--- src/hw/rtl/ppm_pkg.sv ---
// shared types, constants and transform coefficients of the mask marker
// no dependencies
`timescale 1ns / 1ps

package ppm_pkg;

    // default store geometry
    localparam int MAX_MASK_COLS_DEF = 1024;
    localparam int MAX_MASK_ROWS_DEF = 1024;

    // config register reset values
    localparam logic [10:0] MASK_WIDTH_RST  = 11'd640;
    localparam logic [10:0] MASK_HEIGHT_RST = 11'd480;

    // datapath widths: transformed coordinate, divider numerator and divisor
    localparam int TW     = 34;
    localparam int DIV_NW = 50;
    localparam int DIV_DW = 34;

    // ratio saturation, Q16.16
    localparam logic [30:0] RATIO_LIMIT = 31'h4000_0000;

    // request kinds
    localparam logic REQ_MASK_WRITE = 1'b0;
    localparam logic REQ_POINT      = 1'b1;

    // config register indexes
    typedef enum logic [2:0] {
        CFG_FOCAL_X     = 3'd0,
        CFG_FOCAL_Y     = 3'd1,
        CFG_CENTER_X    = 3'd2,
        CFG_CENTER_Y    = 3'd3,
        CFG_MASK_WIDTH  = 3'd4,
        CFG_MASK_HEIGHT = 3'd5
    } ppm_cfg_idx_t;

    // rotation, signed Q2.30, row-major
    localparam logic signed [31:0] ROT [3][3] = '{
        '{ 32'sd1073720352,   32'sd6467225,   -32'sd2069855},
        '{  -32'sd6415693, 32'sd1073413310,   32'sd25772277},
        '{   32'sd2224451,   -32'sd25759394, 32'sd1073430487}
    };

    // translation, signed Q.46
    localparam logic signed [63:0] TRANS [3] = '{
        64'sd70368744178, 64'sd985162418487, -64'sd492581209244
    };

    // one word as classified by the front
    typedef struct packed {
        logic               is_point;
        logic               wr_en;
        logic               wr_bit;
        logic [19:0]        pix_idx;
        logic [7:0]         blue;
        logic [7:0]         green;
        logic [7:0]         red;
        logic signed [31:0] x;
        logic signed [31:0] y;
        logic signed [31:0] z;
    } ppm_item_t;

    // word plus projection flags riding along the back pipeline
    typedef struct packed {
        ppm_item_t item;
        logic      neg_x;
        logic      neg_y;
        logic      zero_z;
    } ppm_tag_t;

    // camera registers
    typedef struct packed {
        logic [31:0] focal_x;
        logic [31:0] focal_y;
        logic [31:0] center_x;
        logic [31:0] center_y;
    } ppm_cam_t;

endpackage

--- src/hw/rtl/ppm_front.sv ---
// front: accepts input words, classifies them and tracks mask frame completion
// depends on ppm_pkg
`timescale 1ns / 1ps

module ppm_front
    import ppm_pkg::*;
#(
    parameter int MASK_DEPTH = MAX_MASK_COLS_DEF * MAX_MASK_ROWS_DEF
) (
    input  logic               clk,
    input  logic               rst_n,
    input  logic               in_valid,
    output logic               in_stall,
    input  logic               req_type,
    input  logic [19:0]        pixel_index,
    input  logic               frame_done,
    input  logic [7:0]         blue_in,
    input  logic [7:0]         green_in,
    input  logic [7:0]         red_in,
    input  logic signed [31:0] coord_x,
    input  logic signed [31:0] coord_y,
    input  logic signed [31:0] coord_z,
    input  logic               q_full,
    output logic               q_push,
    output ppm_item_t          q_item
);

    logic mask_ready_reg;
    logic mask_ready_next;
    logic accept;

    assign in_stall = q_full;
    assign accept   = in_valid && !in_stall;

    // mask becomes usable once a frame has been closed
    always_comb
    begin
        mask_ready_next = mask_ready_reg;
        if (accept && (req_type == REQ_MASK_WRITE) && frame_done)
        begin
            mask_ready_next = 1'b1;
        end
    end

    always_ff @(posedge clk or negedge rst_n)
    begin
        if (!rst_n)
        begin
            mask_ready_reg <= 1'b0;
        end
        else
        begin
            mask_ready_reg <= mask_ready_next;
        end
    end

    // classify: pure red pixel, write inside the store, points dropped before first frame
    always_comb
    begin
        q_item.is_point = (req_type == REQ_POINT);
        q_item.wr_en    = ({12'd0, pixel_index} < 32'(MASK_DEPTH));
        q_item.wr_bit   = (red_in == 8'hFF) && (green_in == 8'h00) && (blue_in == 8'h00);
        q_item.pix_idx  = pixel_index;
        q_item.blue     = blue_in;
        q_item.green    = green_in;
        q_item.red      = red_in;
        q_item.x        = coord_x;
        q_item.y        = coord_y;
        q_item.z        = coord_z;
    end

    assign q_push = accept && ((req_type == REQ_MASK_WRITE) || mask_ready_reg);

endmodule

--- config.mk ---
export PLATFORM = sky130hd
export DESIGN_NAME = ppm_front
export DESIGN_NICKNAME = d
export VERILOG_FILES = /design/src/hw/rtl/ppm_pkg.sv /design/src/hw/rtl/ppm_front.sv
export SDC_FILE = /design/constraint.sdc
export NUM_CORES = 1
export LEC_CHECK = 0
export ABC_AREA = 0
export BUFFER_PORTS_ARGS = -buffer_cell sky130_fd_sc_hd__buf_2
export CAP_MARGIN = 40
export CORE_AREA = 2 2 113 115
export DETAILED_ROUTE_END_ITERATION = 16
export DIE_AREA = 0 0 115 117
export GPL_ROUTABILITY_DRIVEN = 0
export HOLD_SLACK_MARGIN = 0.1
export PLACE_DENSITY = 0.5
export SLEW_MARGIN = 20
export SYNTH_ARGS = -nofsm -noshare
export SYNTH_HDL_FRONTEND = slang
export SYNTH_SLANG_ARGS = --single-unit
--- constraint.sdc ---
create_clock -name clk -period 0.8 [get_ports clk]
set_input_delay 0.08 -clock clk [delete_from_list [all_inputs] [get_ports clk]]
set_output_delay 0.08 -clock clk [all_outputs]
set_load 0.01 [all_outputs]
==> results.txt <==
final hold slack -> 0.160 ns
most common cell after layout, fill and taps aside -> buf_2
commonest non-fill, non-tap cells in the layout -> 53 x buf_2, 3 x nor4_4, 3 x buf_6
HP Start -> pixel_index[5]
Die X -> 115 um
Clock Latency Late Sink -> 0 ns
FP Rows -> 41
Synth Warn # -> 0
failing checks -> setup timing
reg-to-reg critical path startpoint -> mask_ready_reg
CP max stage cell -> nor4_4
via count -> 506
max-capacitance violation count -> 0
Max VDD drop -> 74.4 uV
critical-path cell list -> buf_2, nor4_4, nand2_2, nor4_4, buf_2
Die Y-Extent -> 117 um
top-level port count -> 291
IO buf count -> 57
CP Capture Type -> output pin
Final WS setup -> -0.293 ns
clock skew -> 0 ns
setup violators final -> 1
part of the Yosys area used for sequential elements -> 2.07%
drt drc -> 0
Worst R2R Path Depth -> 1
crit-path max cell delay -> 0.26 ns
Final ANT Viol Nets -> 0
First DRT Iteration DRCs -> 6
Critical Path RT -> 0.72 ns
final net count -> 222
Worst Path Max Fanout -> 2
ratio of final minimum period to clock period -> 137%
Min-Delay Path Class -> in -> out
max reg flops -> 1
startpoint types -> input pin
antenna cells -> 0
RSZ-0062 raised after global routing -> yes
cells after synthesis -> 159
grt total ovfl -> 0
PD cells -> 459 nW/um^2
Syn-to-layout area delta -> -41.4%
post-synthesis register bit count -> 1
Post-CTS Setup Bufs -> 0
crit path time final -> 1.09 ns
Critical Path AT -> 1.01 ns
critical path class -> in -> out
GRT Total Usage -> 3.38%
initial cell density of the core -> 9.83%
drt pass-1 iters -> 2
hold depth -> 0
first-pass GRT wire length -> 3240 um
Slew Limit Fails -> 0
initial antenna violation count -> 0
final hold viol count -> 0
per-cell routed wire length -> 12.1 um
Peak Freq -> 0.915 GHz
Net Count, Synth -> 305
pin count of the biggest net entering global routing -> 4
Non-Filler Instances -> 224
Syn Area/Cell -> 7.61 um^2
Lkg Pwr -> 0.301 nW
dpl hpwl -> 2430 um
DRT Wirelength -> 2710 um
Mapped Area -> 1210 um^2
vias per cell -> 2.26
share of cells above drive strength 1 -> 87.8%
placed cell count -> 223
core area -> 12300 um^2
CP Launch Point -> blue_in[1]
vias in the first global route -> 544
status -> complete, but fails checks
Yosys cell types -> 13
die area -> 13500 um^2
-- final cells by class --
| cell class | instances | area [um^2] |
|---|---|---|
| Fill cell | 1449 | 11600 |
| Multi-Input combinational cell | 15 | 173 |
| Sequential cell | 1 | 25.0 |
| Tap cell | 150 | 188 |
| Timing Repair Buffer | 58 | 324 |
-- layer usage --
layer	vias up	routed length, um	part of all wire [%]	GRT usage, %
met3	52	443	16	1.34
met1	200	578	21	1.89
li1	180	-	-	-
met2	74	1250	46	5.84
met4	0	446	16	6.10
met5	-	0	0	0
-- kinds of logic after synthesis --
logic type	after synthesis	share of synthesized area, %
buf+inv	143	88.7
other cells	1	0.310
simple gates	14	8.89
flops	1	2.07
-- cells in the mapped netlist --
cell type  number  area (um^2)
or2_2           1         6.26
dfrtp_1         1         25.0
nor2_1          1         3.75
nand3_1         1         5.00
nor3b_1         1         7.51
conb_1          1         3.75
nor2b_1         1         6.26
nor4bb_1        1         10.0
nand2_1         2         7.51
buf_4         143         1070
nor4_2          3         37.5
nand4_1         1         6.26
nor4b_1         2         17.5
-- worst paths after layout --
path,to,slack [ns]
hold reg to reg,mask_ready_reg,0.46
max in group asynchronous,mask_ready_reg,0.31
setup / recovery,q_item[140],-0.29
setup reg to reg,mask_ready_reg,0.03
hold / removal,q_item[125],0.16
min in group asynchronous,mask_ready_reg,0.40
-- timing repair --
action,CTS,global route
setup endpoints to repair,1,2
cloned,0,0
pin swaps,1,6
hold endpoints to repair,1,0
hold buffers,1,0
resized for setup,2,10
-- report_power, final --
part | internal, mW | total [mW] | switching, mW
combinational | 0.137 | 0.270 | 0.133
clock | 0 | 0 | 0
sequential | 0.0542 | 0.0553 | 0.00111
-- metrics by stage --
step	total power, mW	setup slack (ns)	TNS [ns]	util, %	instance area, um^2
CTS	0.310	-0.317	-0.317	5.42	667
floorplan	0.819	-0.0296	-0.0296	-	1250
detailed placement	0.302	-0.366	-0.366	5.26	648
global placement	0.298	-0.362	-0.362	5.26	648
global route	0.350	-0.370	-0.411	5.76	709
finish	0.325	-0.293	-0.293	5.76	709
-- worst max-delay path, delay by kind of cell --
family / cells / cell delay [ns]
buffers and inverters: 2 / 0.29
and+or+nand+nor: 3 / 0.64
Power figures use the tool's default switching activity.
