[src/hw/rtl/ppm_pkg.sv]
// shared types, constants and transform coefficients of the mask marker
// no dependencies
`timescale 1ns / 1ps

package ppm_pkg;

    // default store geometry
    localparam int MAX_MASK_COLS_DEF = 1024;
    localparam int MAX_MASK_ROWS_DEF = 1024;

    // config register reset values
    localparam logic [10:0] MASK_WIDTH_RST  = 11'd640;
    localparam logic [10:0] MASK_HEIGHT_RST = 11'd480;

    // datapath widths: transformed coordinate, divider numerator and divisor
    localparam int TW     = 34;
    localparam int DIV_NW = 50;
    localparam int DIV_DW = 34;

    // ratio saturation, Q16.16
    localparam logic [30:0] RATIO_LIMIT = 31'h4000_0000;

    // request kinds
    localparam logic REQ_MASK_WRITE = 1'b0;
    localparam logic REQ_POINT      = 1'b1;

    // config register indexes
    typedef enum logic [2:0] {
        CFG_FOCAL_X     = 3'd0,
        CFG_FOCAL_Y     = 3'd1,
        CFG_CENTER_X    = 3'd2,
        CFG_CENTER_Y    = 3'd3,
        CFG_MASK_WIDTH  = 3'd4,
        CFG_MASK_HEIGHT = 3'd5
    } ppm_cfg_idx_t;

    // rotation, signed Q2.30, row-major
    localparam logic signed [31:0] ROT [3][3] = '{
        '{ 32'sd1073720352,   32'sd6467225,   -32'sd2069855},
        '{  -32'sd6415693, 32'sd1073413310,   32'sd25772277},
        '{   32'sd2224451,   -32'sd25759394, 32'sd1073430487}
    };

    // translation, signed Q.46
    localparam logic signed [63:0] TRANS [3] = '{
        64'sd70368744178, 64'sd985162418487, -64'sd492581209244
    };

    // one word as classified by the front
    typedef struct packed {
        logic               is_point;
        logic               wr_en;
        logic               wr_bit;
        logic [19:0]        pix_idx;
        logic [7:0]         blue;
        logic [7:0]         green;
        logic [7:0]         red;
        logic signed [31:0] x;
        logic signed [31:0] y;
        logic signed [31:0] z;
    } ppm_item_t;

    // word plus projection flags riding along the back pipeline
    typedef struct packed {
        ppm_item_t item;
        logic      neg_x;
        logic      neg_y;
        logic      zero_z;
    } ppm_tag_t;

    // camera registers
    typedef struct packed {
        logic [31:0] focal_x;
        logic [31:0] focal_y;
        logic [31:0] center_x;
        logic [31:0] center_y;
    } ppm_cam_t;

endpackage

[src/hw/rtl/ppm_fifo.sv]
// short queue between front and back
// depends on ppm_pkg
`timescale 1ns / 1ps

module ppm_fifo
    import ppm_pkg::*;
#(
    parameter int DEPTH = 4
) (
    input  logic      clk,
    input  logic      rst_n,
    input  logic      push,
    input  ppm_item_t push_item,
    input  logic      pop,
    output ppm_item_t head_item,
    output logic      empty,
    output logic      full
);

    localparam int PW = (DEPTH > 1) ? $clog2(DEPTH) : 1;
    localparam int CW = $clog2(DEPTH + 1);

    ppm_item_t        slot [DEPTH];
    logic [PW-1:0]    wr_ptr_reg;
    logic [PW-1:0]    wr_ptr_next;
    logic [PW-1:0]    rd_ptr_reg;
    logic [PW-1:0]    rd_ptr_next;
    logic [CW-1:0]    count_reg;
    logic [CW-1:0]    count_next;

    assign empty     = (count_reg == '0);
    assign full      = (count_reg == CW'(DEPTH));
    assign head_item = slot[rd_ptr_reg];

    // pointer and fill count update
    always_comb
    begin
        wr_ptr_next = wr_ptr_reg;
        rd_ptr_next = rd_ptr_reg;
        count_next  = count_reg;
        if (push)
        begin
            wr_ptr_next = (wr_ptr_reg == PW'(DEPTH - 1)) ? '0 : wr_ptr_reg + 1'b1;
        end
        if (pop)
        begin
            rd_ptr_next = (rd_ptr_reg == PW'(DEPTH - 1)) ? '0 : rd_ptr_reg + 1'b1;
        end
        if (push && !pop)
        begin
            count_next = count_reg + 1'b1;
        end
        else if (pop && !push)
        begin
            count_next = count_reg - 1'b1;
        end
    end

    always_ff @(posedge clk or negedge rst_n)
    begin
        if (!rst_n)
        begin
            wr_ptr_reg <= '0;
            rd_ptr_reg <= '0;
            count_reg  <= '0;
        end
        else
        begin
            wr_ptr_reg <= wr_ptr_next;
            rd_ptr_reg <= rd_ptr_next;
            count_reg  <= count_next;
        end
    end

    // storage
    always_ff @(posedge clk)
    begin
        if (push)
        begin
            slot[wr_ptr_reg] <= push_item;
        end
    end

endmodule

[config.mk]
export PLATFORM = sky130hd
export DESIGN_NAME = ppm_fifo
export DESIGN_NICKNAME = d
export VERILOG_FILES = /design/src/hw/rtl/ppm_pkg.sv /design/src/hw/rtl/ppm_fifo.sv
export SDC_FILE = /design/constraint.sdc
export NUM_CORES = 1
export LEC_CHECK = 0
export ABC_AREA = 0
export BUFFER_PORTS_ARGS = -buffer_cell sky130_fd_sc_hd__buf_2
export CORE_ASPECT_RATIO = 0.9
export CORE_MARGIN = 2
export CORE_UTILIZATION = 53
export CTS_BUF_LIST = sky130_fd_sc_hd__clkbuf_4
export CTS_CLUSTER_SIZE = 8
export DETAILED_ROUTE_END_ITERATION = 8
export PLACE_DENSITY = 0.8
export RECOVER_POWER = 50
export SYNTH_ARGS = -nofsm -noshare
export SYNTH_HDL_FRONTEND = slang
export SYNTH_SLANG_ARGS = --single-unit
[constraint.sdc]
create_clock -name clk -period 4.54 [get_ports clk]
set_clock_uncertainty 0.1 [all_clocks]
set_input_delay 0.908 -clock clk [delete_from_list [all_inputs] [get_ports clk]]
set_output_delay 0.908 -clock clk [all_outputs]
set_load 0.02 [all_outputs]
==> impl_metrics.py, run 1 <==
metrics = {
    "outcome": {
        "status": "finished, violations left",
        "violations": "max-capacitance violations, max-slew violations",
    },
    "global_route": {
        "grt_max_degree": 77,
        "antenna_found_initial": 7,
        "grt_overflow_total": 0,
        "grt_pass1_wl_mm": 58.7,
        "grt_util_all_layers_pct": 19.5,
        "grt_pass1_vias": 10714,
    },
    "cts": {
        "cts-root-buf": "clkbuf_4",
        "cts_buffers": 144,
        "cts_resized": 0,
        "clock_latency_ns": 0.80,
        "cts.sinks": 579,
        "cts_buffer_depth": 3,
        "path_clk_slew_ns": 0.06,
        "cts_tree": "built",
        "h-tree-depth": 4,
    },
    "sta": {
        "hold_ws_ns": 0.218,
        "post-route-min-period_ns": 3.82,
        "slew-limit-headroom_pct": -72.4,
        "drv_slew": 87,
        "fmax_ghz": 0.262,
        "tightestPinTransition_ns": 2.58,
        "rsz0062_at_grt": "no",
        "fin_tns_setup_ns": 0,
        "hold_viol": 0,
        "fin_crit_sh_pct": 84.2,
        "setup_viol": 0,
    },
    "setup_path": {
        "r2r_setup_slack_ns": 0.86,
        "crit_end": "head_item[21]",
        "worstPathMaxFanout": 27,
        "cp-startpoint": "rd_ptr_reg[0]",
        "crit_required_ns": 3.53,
        "cp-start-kind": "flop",
        "r2r_cells": 4,
        "crit_type": "flop to output pin",
        "cp-end-kind": "output pin",
        "r2r_start": "wr_ptr_reg[0]",
        "worstPathArrival_ns": 2.81,
        "r2r-end": "slot[2][97]",
    },
    "cells_and_area": {
        "final_area_um2": 24800,
        "layout_common_cells": "edfxtp_1, clkbuf_4, buf_2, clkbuf_1, mux4_2",
        "nNetsFinal": 1365,
        "area.growth.synth_to_final_pct": 18.0,
        "largest_reg_flops": 572,
        "final_layout_size_suffix_gt1_share_pct": 41.1,
        "mostFrequentLayoutCell": "edfxtp_1",
    },
    "floorplanning": {
        "rows": 69,
        "die_x_um": 214,
        "dieArea_um2": 41200,
        "start_util_pct": 53.5,
        "die_h_um": 193,
        "ios": 292,
        "core_area_um2": 39300,
    },
    "pwr": {
        "peakVddDrop_mv": 0.398,
        "cellLeakagePower_uw": 0.00828,
        "total_power_uw": 16200,
        "p_per_area_nw_per_um2": 654,
    },
    "yosys": {
        "syn_inst": 784,
        "synth.yosys.seq_area_share_pct": 82.6,
        "postSynthAreaPerCell_um2": 26.8,
        "synth_seq_cells": 579,
        "yosys_warnings": 0,
        "syn-num-nets": 938,
        "yosysUniqueCellTypes": 19,
        "synth_area_um2": 21000,
    },
    "worst_hold_path": {
        "hold_start": "push_item[7]",
        "hp-class": "primary input to flop",
    },
    "route": {
        "finalWirelength_mm": 39.2,
        "num_vias": 9795,
        "ant_nets": 0,
        "drc": 0,
        "wl_per_cell_um": 21.3,
        "firstDrtPassIters": 4,
        "via_per_inst": 5.33,
        "drt-initial-drc-count": 706,
    },
    "place": {
        "placed_cell_area_um2": 23200,
        "gp_congestion": 0.733,
        "port-buffer-count": 291,
        "dp_hpwl_mm": 23.6,
    },
    "flow_run": {
        "drv_cap": 3,
    },
}
==> cells by family (layout without fill, tap and decap cells) <==
logic type	after synthesis	in the layout	synth area share (%)
other	0	5	0
flip-flops	579	579	82.6
AO/OA/AOI/OAI	2	2	0.0477
XOR/XNOR	3	3	0.125
multiplexers	146	146	15.5
AND/OR/NAND/NOR	11	11	0.268
buffers and inverters	36	554	1.01
adder cells (fa/ha/maj)	7	7	0.453
==> stage by stage <==
stage	std cells	utilization [%]	setup WS, ns
finish	1839	63.1	0.717
global route	1838	63.1	0.395
CTS	1834	63.5	0.538
detailed placement	1596	59.1	1.47
global placement	1596	59.1	1.47
floorplan	784	-	1.32
==> synthesized netlist by cell type <==
library cell / n / area (um^2)
and2_1: 4 / 25.0
buf_2: 17 / 85.1
buf_4: 1 / 7.51
buf_6: 7 / 78.8
clkbuf_1: 7 / 26.3
dfrtp_1: 7 / 175
edfxtp_1: 572 / 17200
fa_1: 1 / 20.0
ha_1: 6 / 75.1
inv_1: 4 / 15.0
mux2_2: 3 / 33.8
mux4_2: 143 / 3220
nand2_1: 2 / 7.51
nor2_1: 3 / 11.3
nor3_1: 1 / 5.00
nor3b_1: 1 / 7.51
o21ai_0: 2 / 10.0
xnor2_1: 1 / 8.76
xor2_1: 2 / 17.5
==> metal layers <==
layer,up-vias,GRT usage (%),share of wire [%]
li1,4340,-,-
met1,5048,24.4,40
met2,341,30.4,50
met3,60,8.41,8.6
met4,6,7.59,1.9
met5,-,0,0.11
==> worst min path at each step <==
stage              endpoint  slack (ns)  depth (start not counted)
5_1_grt         slot[3][12]        0.11                          1
3_5_place_dp   count_reg[2]        0.38                          1
3_3_place_gp   count_reg[2]        0.37                          1
2_1_floorplan  count_reg[2]        0.36                          1
6_report         slot[0][7]        0.22                          1
4_1_cts        slot[3][133]        0.06                          1
==> timing repair <==
action                     4_1_cts  5_1_grt
hold endpoints to repair         7        0
hold buffers                     1        0
setup buffers                    0        0
setup endpoints to repair        0        0
==> critical path: stages, from the launching register on <==
cell     delay (ns)
dfrtp_4        0.78
buf_4          0.46
mux4_2         0.57
buf_2          0.18
==> power by group <==
| group | internal, uW | total [uW] | leakage, uW | switching, uW |
|---|---|---|---|---|
| clock | 2210 | 4090 | 0.00104 | 1880 |
| sequential | 6860 | 7200 | 0.00533 | 349 |
| combinational | 2030 | 4910 | 0.00190 | 2880 |
| total | 11100 | 16200 | 0.00828 | 5110 |
==> layout make-up <==
| type | instances | area (um^2) |
|---|---|---|
| clock buffer | 210 | 1580 |
| clock inverter | 27 | 170 |
| sequential | 579 | 17400 |
| timing repair buffer | 313 | 1540 |
| inverter | 4 | 15.0 |
| fill | 2700 | 14500 |
| antenna | 5 | 12.5 |
| multi-input combinational | 169 | 3440 |
| tap | 532 | 666 |
Note: power is estimated with default switching activity, not from simulation.
==> run 2: changes to the inputs <==
clock period = 3.5 ns   (was 4.54 ns; I/O delays follow)
==> run 2 against run 1 <==
The run still ends with max-capacitance violations, max-slew violations left. Count of clock-buffer cells in the layout shrank 18. Setup slack got worse by 0.53 ns. Non-clock buffer count is 151 higher. Core utilization up 4.2 points. Via count up 8.8%. Sequential share of layout area fell by 4.4 points. Clock power rose by 37%. Design area rose by 6.7%. Sequential power grew 29%. Sequential cell count unchanged. Final cell count up 7.8%.
==> impl_metrics.py, run 2 (synthesis results as in run 1) <==
metrics = {
    "outcome": {
        "status": "finished, violations left",
        "violations": "max-capacitance violations, max-slew violations",
    },
    "floorplanning": {
        "rows": 69,
        "ios": 292,
        "start_util_pct": 53.5,
        "dieArea_um2": 41200,
        "die_x_um": 214,
        "die_h_um": 193,
        "core_area_um2": 39300,
    },
    "sta": {
        "setup_viol": 0,
        "fin_crit_sh_pct": 94.7,
        "slew-limit-headroom_pct": -27.3,
        "fin_tns_setup_ns": 0,
        "hold_viol": 0,
        "fmax_ghz": 0.302,
        "drv_slew": 82,
        "rsz0062_at_grt": "no",
        "post-route-min-period_ns": 3.31,
        "tightestPinTransition_ns": 1.91,
    },
    "setup_path": {
        "worstPathMaxFanout": 27,
        "crit_type": "flop to output pin",
        "crit_required_ns": 2.70,
        "worstPathArrival_ns": 2.51,
        "cp-end-kind": "output pin",
        "cp-start-kind": "flop",
    },
    "pwr": {
        "cellLeakagePower_uw": 0.00896,
        "peakVddDrop_mv": 0.603,
        "p_per_area_nw_per_um2": 823,
    },
    "cts": {
        "path_clk_slew_ns": 0.07,
        "cts_buffers": 140,
        "cts_resized": 0,
        "cts-root-buf": "clkbuf_4",
        "cts_buffer_depth": 3,
        "clock_latency_ns": 0.88,
        "cts_tree": "built",
        "cts.sinks": 579,
        "h-tree-depth": 4,
    },
    "global_route": {
        "antenna_found_initial": 8,
        "grt_util_all_layers_pct": 21.5,
        "grt_overflow_total": 0,
        "grt_max_degree": 81,
        "grt_pass1_vias": 11576,
        "grt_pass1_wl_mm": 64.4,
    },
    "cells_and_area": {
        "area.growth.synth_to_final_pct": 25.9,
        "largest_reg_flops": 572,
        "final_layout_size_suffix_gt1_share_pct": 36.7,
        "nNetsFinal": 1512,
        "fin_cells": 1983,
        "mostFrequentLayoutCell": "edfxtp_1",
        "layout_common_cells": "edfxtp_1, clkbuf_4, dlygate4sd3_1, buf_2, clkbuf_1",
    },
    "place": {
        "dp_hpwl_mm": 23.8,
        "gp_congestion": 0.704,
        "place_inst": 1596,
        "port-buffer-count": 291,
    },
    "flow_run": {
        "drv_cap": 2,
    },
    "route": {
        "num_vias": 10658,
        "finalWirelength_mm": 43.6,
        "drt-initial-drc-count": 672,
        "via_per_inst": 5.37,
        "firstDrtPassIters": 5,
        "wl_per_cell_um": 22.0,
        "ant_nets": 0,
        "drc": 0,
    },
    "worst_hold_path": {
        "hp-class": "flop to flop",
    },
}
run 2: worst max-delay path, stage by stage (launching register included):
cell     delay (ns)
dfrtp_4        0.75
buf_4          0.38
mux4_2         0.35
buf_2          0.19
run 2: metal layers:
| layer | part of all wire [%] | track usage (%) |
|---|---|---|
| met5 | 0.030 | 0 |
| met4 | 2.3 | 9.43 |
| met3 | 8.0 | 8.28 |
| met2 | 52 | 35.6 |
| met1 | 37 | 25.1 |
run 2: power breakdown:
group | total, uW | switching (uW) | internal [uW]
Combinational | 6920 | 4010 | 2900
Sequential | 9260 | 361 | 8900
Clock | 5600 | 2560 | 3050
Total | 21800 | 6930 | 14800
run 2: repair_timing:
action	CTS	global route
setup buffers	4	0
endpoints found under the setup margin	17	0
endpoints found under the hold margin	583	0
hold buffers	148	0
run 2: metrics by stage:
stage	setup WS [ns]	total power, uW	util [%]	hold slack, ns	instance area (um^2)
floorplan	0.485	13900	-	0.304	21000
global placement	0.967	16000	59.4	0.387	23300
detailed placement	0.946	16200	59.4	0.398	23300
CTS	0.0554	22000	67.8	0.372	26600
global route	0.0261	22800	67.3	0.441	26400
finish	0.186	21800	67.3	0.418	26400
run 2: final cells by class:
type | count | area [um^2]
diodes | 7 | 17.5
clock buffers | 192 | 1440
clock inverters | 36 | 350
fillers | 2482 | 12800
inverters | 4 | 15.0
multi-input cells | 169 | 3440
flip-flops and latches | 579 | 17400
well taps | 532 | 666
repair buffers | 464 | 3150
run 2: worst paths after layout:
check                      slack (ns)             to  cells past startpoint           from
min                              0.42   count_reg[2]                      1   count_reg[2]
min in group asynchronous        0.65  rd_ptr_reg[0]                      3          rst_n
max                              0.19   head_item[2]                      3  rd_ptr_reg[1]
min reg2reg                      0.42   count_reg[2]                      1   count_reg[2]
max reg2reg                      0.61    slot[0][92]                      4  wr_ptr_reg[1]
max in group asynchronous        1.76  wr_ptr_reg[1]                      4          rst_n
